--- src/rtl/qsv_pkg.sv ---
// ----------------------------------------------------------------------------
// qsv_pkg
// Shared types and constants for the state vector gate engine.
// ----------------------------------------------------------------------------
package qsv_pkg;

  localparam int MaxQubitsDef = 5;
  localparam int AmpWidthDef  = 18;

  localparam int AngW  = 16;
  localparam int TW    = 20;               // half-angle in 2^-16 rad
  localparam int CW    = 19;               // CORDIC x/y width
  localparam int MW    = 19;               // matrix entry width, Q2.16 signed
  localparam int CordicSteps = 16;

  localparam logic signed [TW-1:0] PiQ16     = 20'sd205887;
  localparam logic signed [TW-1:0] HalfPiQ16 = 20'sd102944;
  localparam logic signed [CW-1:0] GainQ16   = 19'sd39797;
  localparam logic signed [MW-1:0] OneQ16    = 19'sd65536;
  localparam logic signed [MW-1:0] InvSqrt2  = 19'sd46341;

  typedef enum logic [2:0] {
    GATE_X  = 3'd0,
    GATE_Y  = 3'd1,
    GATE_Z  = 3'd2,
    GATE_H  = 3'd3,
    GATE_S  = 3'd4,
    GATE_RX = 3'd5,
    GATE_RY = 3'd6,
    GATE_RZ = 3'd7
  } gate_t;

  // Classified command handed from front end to back end.
  typedef struct packed {
    logic                  restart;
    logic [2:0]            qubit;
    gate_t                 kind;
    logic signed [AngW-1:0] angle;
  } cmd_t;

  function automatic logic signed [TW-1:0] atan_q16(input logic [3:0] i);
    logic signed [TW-1:0] r;
    case (i)
      4'd0:  r = 20'sd51472;
      4'd1:  r = 20'sd30385;
      4'd2:  r = 20'sd16055;
      4'd3:  r = 20'sd8150;
      4'd4:  r = 20'sd4091;
      4'd5:  r = 20'sd2047;
      4'd6:  r = 20'sd1024;
      4'd7:  r = 20'sd512;
      4'd8:  r = 20'sd256;
      4'd9:  r = 20'sd128;
      4'd10: r = 20'sd64;
      4'd11: r = 20'sd32;
      4'd12: r = 20'sd16;
      4'd13: r = 20'sd8;
      4'd14: r = 20'sd4;
      4'd15: r = 20'sd2;
      default: r = '0;
    endcase
    return r;
  endfunction

endpackage

--- src/rtl/qsv_front.sv ---
// ----------------------------------------------------------------------------
// qsv_front
// Accepts input transactions, drops invalid gates, queues commands.
// ----------------------------------------------------------------------------
module qsv_front (
  input  logic                    clk,
  input  logic                    rst_n,
  input  logic                    in_valid,
  output logic                    in_stall,
  input  logic                    in_action,
  input  logic [2:0]              in_target_qubit,
  input  logic [2:0]              in_gate_kind,
  input  logic signed [15:0]      in_angle,
  input  logic [2:0]              eff_qubits,
  output logic                    cmd_valid,
  input  logic                    cmd_take,
  output qsv_pkg::cmd_t           cmd
);
  import qsv_pkg::*;

  // two-entry queue
  cmd_t       q_r [2];
  logic [1:0] cnt_r, cnt_nxt;
  logic       rd_r, rd_nxt;
  logic       wr_r, wr_nxt;
  logic       acc, push;
  cmd_t       c_in;

  assign in_stall  = (cnt_r == 2'd2);
  assign acc       = in_valid && !in_stall;
  assign c_in.restart = in_action;
  assign c_in.qubit   = in_target_qubit;
  assign c_in.kind    = gate_t'(in_gate_kind);
  assign c_in.angle   = in_angle;
  // gates on qubits outside the vector are dropped here
  assign push = acc && (in_action || (in_target_qubit < eff_qubits));

  assign cmd_valid = (cnt_r != 2'd0);
  assign cmd       = q_r[rd_r];

  always_comb begin
    cnt_nxt = cnt_r + {1'b0, push} - {1'b0, cmd_take};
    rd_nxt  = rd_r ^ cmd_take;
    wr_nxt  = wr_r ^ push;
  end

  always_ff @(posedge clk) begin
    if (!rst_n) begin
      cnt_r <= '0;
      rd_r  <= 1'b0;
      wr_r  <= 1'b0;
    end else begin
      cnt_r <= cnt_nxt;
      rd_r  <= rd_nxt;
      wr_r  <= wr_nxt;
    end
    if (push) q_r[wr_r] <= c_in;
  end

endmodule

--- config.mk ---
export PLATFORM = sky130hd
export DESIGN_NAME = qsv_front
export DESIGN_NICKNAME = d
export VERILOG_FILES = /design/src/rtl/qsv_pkg.sv /design/src/rtl/qsv_front.sv
export SDC_FILE = /design/constraint.sdc
export NUM_CORES = 1
export LEC_CHECK = 0
export BUFFER_PORTS_ARGS = -buffer_cell sky130_fd_sc_hd__buf_2
export CAP_MARGIN = 20
export CORE_ASPECT_RATIO = 0.6
export CORE_MARGIN = 4
export CORE_UTILIZATION = 25
export CTS_CLUSTER_SIZE = 24
export DETAILED_ROUTE_END_ITERATION = 10
export PLACE_DENSITY = 0.5
export SLEW_MARGIN = 20
export SYNTH_ARGS = -nofsm -noshare
export SYNTH_HDL_FRONTEND = slang
export SYNTH_SLANG_ARGS = --single-unit
--- constraint.sdc ---
create_clock -name clk -period 2.3 [get_ports clk]
set_input_delay 0.345 -clock clk [delete_from_list [all_inputs] [get_ports clk]]
set_output_delay 0.345 -clock clk [all_outputs]
set_load 0.02 [all_outputs]
# After elaboration in Yosys (flattened, before gate mapping)
# Memories as Yosys holds them, arrays and structs flattened. A register that Yosys moved wholly into a read port is not among the register bits.
# Index checks and enable logic that the tools add are counted.
# totals
in_bits	30
wordCells	18
regBits	4
mem_count	1
out_inout_bits	25
ram_bits	46
# op_classes
eq_ne	1
bitwise	2
order_cmp	1
n_reduce_logical	5
n_addsub	2
muxes	3
# memory_table
memory	words	word_bits	rd	rd_clocked_by_memory_dff	wr	line	source
q_r	2	23	1	1	1	qsv_front.sv:22	cmd_t q_r [2];
# ops
cell	count
$lt A3 B3 Y1	1
$mux W1	3
$add A2 B1 Y2	1
$eq A2 B2 Y1 const B	1
$logic_and A1 B1 Y1	2
$reduce_bool A2 Y1	1
$sub A2 B1 Y2	1
$xor A1 B1 Y1	2
$logic_not A1 Y1	1
$logic_or A1 B1 Y1	1

# Longest topological paths before layout
# depth
ltp_word	6
mapped_depth	10

# Least setup slack after synthesis
# Ideal clock, no wire load.
# synth_path
kind	input to register
startpoint	input port eff_qubits[1]
endpoint	memory q_r[1][0] (netlist name), enable pin
slack_ns	0.245
stages	5
path_buffers	0
t_required_ns	1.918
arrival_time_ns	1.673
cell_sequence	inv_1 > ha_1 > a211oi_2 > o311a_1 > ha_1
# synth_via
elab_chain_len	5
# synth_rtl
element	line	source
start, declared	qsv_front.sv:14	input logic [2:0] eff_qubits,
$lt A3 B3 Y1	qsv_front.sv:36	assign push = acc && (in_action || (in_target_qubit < eff_qubits));
$logic_or A1 B1 Y1	qsv_front.sv:36	
$logic_and A1 B1 Y1	qsv_front.sv:36	
$mux W1	qsv_front.sv:57	if (push) q_r[wr_r] <= c_in;
$mux W1 (implied by the code)	qsv_front.sv:57	
end, declared	qsv_front.sv:22	
# No other way between the ends.

==> results by group <==
Logic synthesis
  – Synth Net Count: 138
  – FF+latch count, synth: 51
  – FFs w/ async S/R, synth: 0%
  – Post-synth EDFFs: 46
  – Post-Synthesis Cells: 102
  – Distinct cells, synth: 16
  – Register area share after synthesis: 75.3%
  – Syn Area/Cell: 19.3 um2
  – Synth Flop Type: edfxtp_1
  – Synth warn: 0
  – Mapped Area: 1970 um2

Setup path
  – Critical path class: flop to output pin
  – Worst setup EP type: output pin
  – Critical Path RT: 1.96 ns
  – CP Launch Type: flop
  – Slowest stage delay, CP: 0.43 ns
  – Slowest stage cell, crit path: dfxtp_1
  – Cell Chain, Critical Path: buf_4, mux2_2, buf_2
  – Buf/Inv on CP: 2
  – Top Family by Delay on Critical Path: buffers and inverters
  – Crit path DAT: 1.57 ns
  – Register-to-register setup slack: 0.62 ns
  – Critical path peak fanout: 19

Die
  – Die width: 123 um
  – Die Span Y: 76.7 um
  – Core ar.: 7450 um2
  – Starting density of the core: 26.4%
  – Row cnt: 24
  – Boundary Pins: 55
  – Die area: 9400 um2

Routing
  – Vias/cell: 3.91
  – Routed WL: 3610 um
  – DRT antenna net count: 0
  – DR iter-0 viols: 32
  – Vias after detailed routing: 1055
  – Detailed-route wire length per cell: 13.4 um
  – Drt pass-1 iters: 4
  – Residual DRC: 0

Clock tree
  – Root Buffer: clkbuf_16
  – Worst skew pair latency: 0.28 ns
  – Num CTS Buffers: 5
  – TritonCTS clock tree: done
  – CTS Sinks: 51
  – Max H-tree Level: 2
  – Post-CTS repair timing setup buffer count: 0
  – Clock transition at path regs: 0.06 ns
  – Clock Path Buffers: 2
  – CTS Hold Buffers Added: 0
  – Post-cts resize count: 0

Cells and area
  – Leading cell type in the layout, fill and taps excluded: buf_2
  – Commonest non-fill, non-tap cells in the layout: buf_2 (54), edfxtp_1 (46), mux2_2 (23)
  – Fin nets: 202
  – Share of post-route cells with drive strength above 1: 54.8%
  – Area growth syn-to-layout: 30.6%
  – Post-layout util: 34.5%
  – Fill count: 760
  – Antenna diodes: 0
  – Finished Layout Cells: 270
  – FF/Latch Area: 1480 um2
  – Area of the multi-input gates: 445 um2

GRT
  – Largest net degree at the start of global routing: 20
  – Total overflow reported by the global router: 0
  – Global route hottest layer: met2
  – Met3 usage: 3.82%
  – Met1 GRT Util: 9.71%
  – GR Util met2: 13.0%
  – Total GRT Usage: 8.11%
  – First-pass GRT wire length: 5820 um
  – Vias in the first global route: 1198
  – Initial antenna violation count: 0

STA
  – Worst Tran Pin Value: 0.331 ns
  – Setup Skew: 0.00253 ns
  – Maximum clock rate: 521 MHz
  – RSZ-0062 raised after global routing: no
  – Period minus WS final: 1.92 ns
  – Endpoints failing setup: 0
  – Fin. Hold Viols: 0
  – Final setup TNS: 0 ns
  – Period utilisation layout: 83.4%
  – Rel. slew slack: 77.7%
  – Slew Viols, Final: 0

Job
  – Max-cap violations: 0

Power
  – Pwr per Cell Area: 977 nW/um2
  – Peak VDD IR: 0.000318 V
  – Leak: 0.990 nW

Place
  – Dpl cells: 263
  – Detailed Place HPWL: 2640 um
  – PortBufs: 54
  – GP Congestion: 0.704

Min path
  – Worst min path class: input port to flop

Status
  – Status: finished clean
==> worst register-to-register path: stages, from the launching register on <==
cell and delay [ns]:
dfxtp_1 0.35, nand2b_1 0.16, o311ai_0 0.15, ha_1 0.30, inv_1 0.04, ha_1 0.18, xnor2_1 0.13, xnor2_1 0.12
and2_1 0.15
==> through the flow <==
| stage | power, mW | setup WS, ns | cell area, um2 | hold WS, ns |
|---|---|---|---|---|
| floorplan | 1.54 | 0.245 | 1970 | 0.444 |
| global placement | 1.73 | 0.167 | 2410 | 0.533 |
| detailed placement | 1.75 | 0.0860 | 2410 | 0.538 |
| CTS | 2.55 | 0.349 | 2570 | 0.247 |
| global route | 2.65 | 0.259 | 2570 | 0.238 |
| finish | 2.51 | 0.382 | 2570 | 0.255 |
==> per-layer routing <==
layer | vias up | share of wire (%)
met5 | - | 0
met3 | 2 | 7.4
met1 | 502 | 46
met4 | 0 | 1.0
li1 | 514 | -
met2 | 37 | 46
==> power breakdown <==
| part | switching, mW | internal (mW) |
|---|---|---|
| Combinational | 0.298 | 0.226 |
| Sequential | 0.0356 | 1.16 |
| Clock | 0.291 | 0.506 |
==> cell usage after synthesis (2+ instances only) <==
library cell,count,area (um2)
mux2_2,23,259
buf_6,2,22.5
inv_1,5,18.8
edfxtp_1,46,1380
nand2b_1,2,12.5
and2_1,4,25.0
xnor2_1,2,17.5
ha_1,6,75.1
dfxtp_1,5,100
==> sequential cells by signal, indices dropped and copies added, names as in the netlist, named ones only <==
name and count:
cnt_r 2, wr_r 1, rd_r 1, q_r 46
==> kinds of logic after synthesis <==
| family | synth area share [%] |
|---|---|
| compound gates | 1.59 |
| xor+xnor | 1.34 |
| fa+ha+maj | 3.81 |
| buf+inv | 2.10 |
| flops | 75.3 |
| mux | 13.2 |
| simple gates | 2.73 |
==> final timing paths <==
path / startpoint / endpoint / depth (start not counted)
worst max-delay path: flop / cmd[2] / 3
worst min-delay path: in_angle[12] / q_r[0][12]$_DFFE_PP_ / 1
worst min register to register: wr_r$_SDFF_PN0_ / wr_r$_SDFF_PN0_ / 3
worst max register to register: cnt_r[0]$_SDFF_PN0_ / cnt_r[1]$_SDFF_PN0_ / 8
==> cell type report <==
class	instances	share of cell area [%]
repair buffers	59	12.9
well taps	104	5.06
clock buffers	5	4.87
flip-flops and latches	51	57.6
multi-input cells	44	17.3
clock inverters	2	1.46
inverters	5	0.730
(Power assumes the default switching activity.)
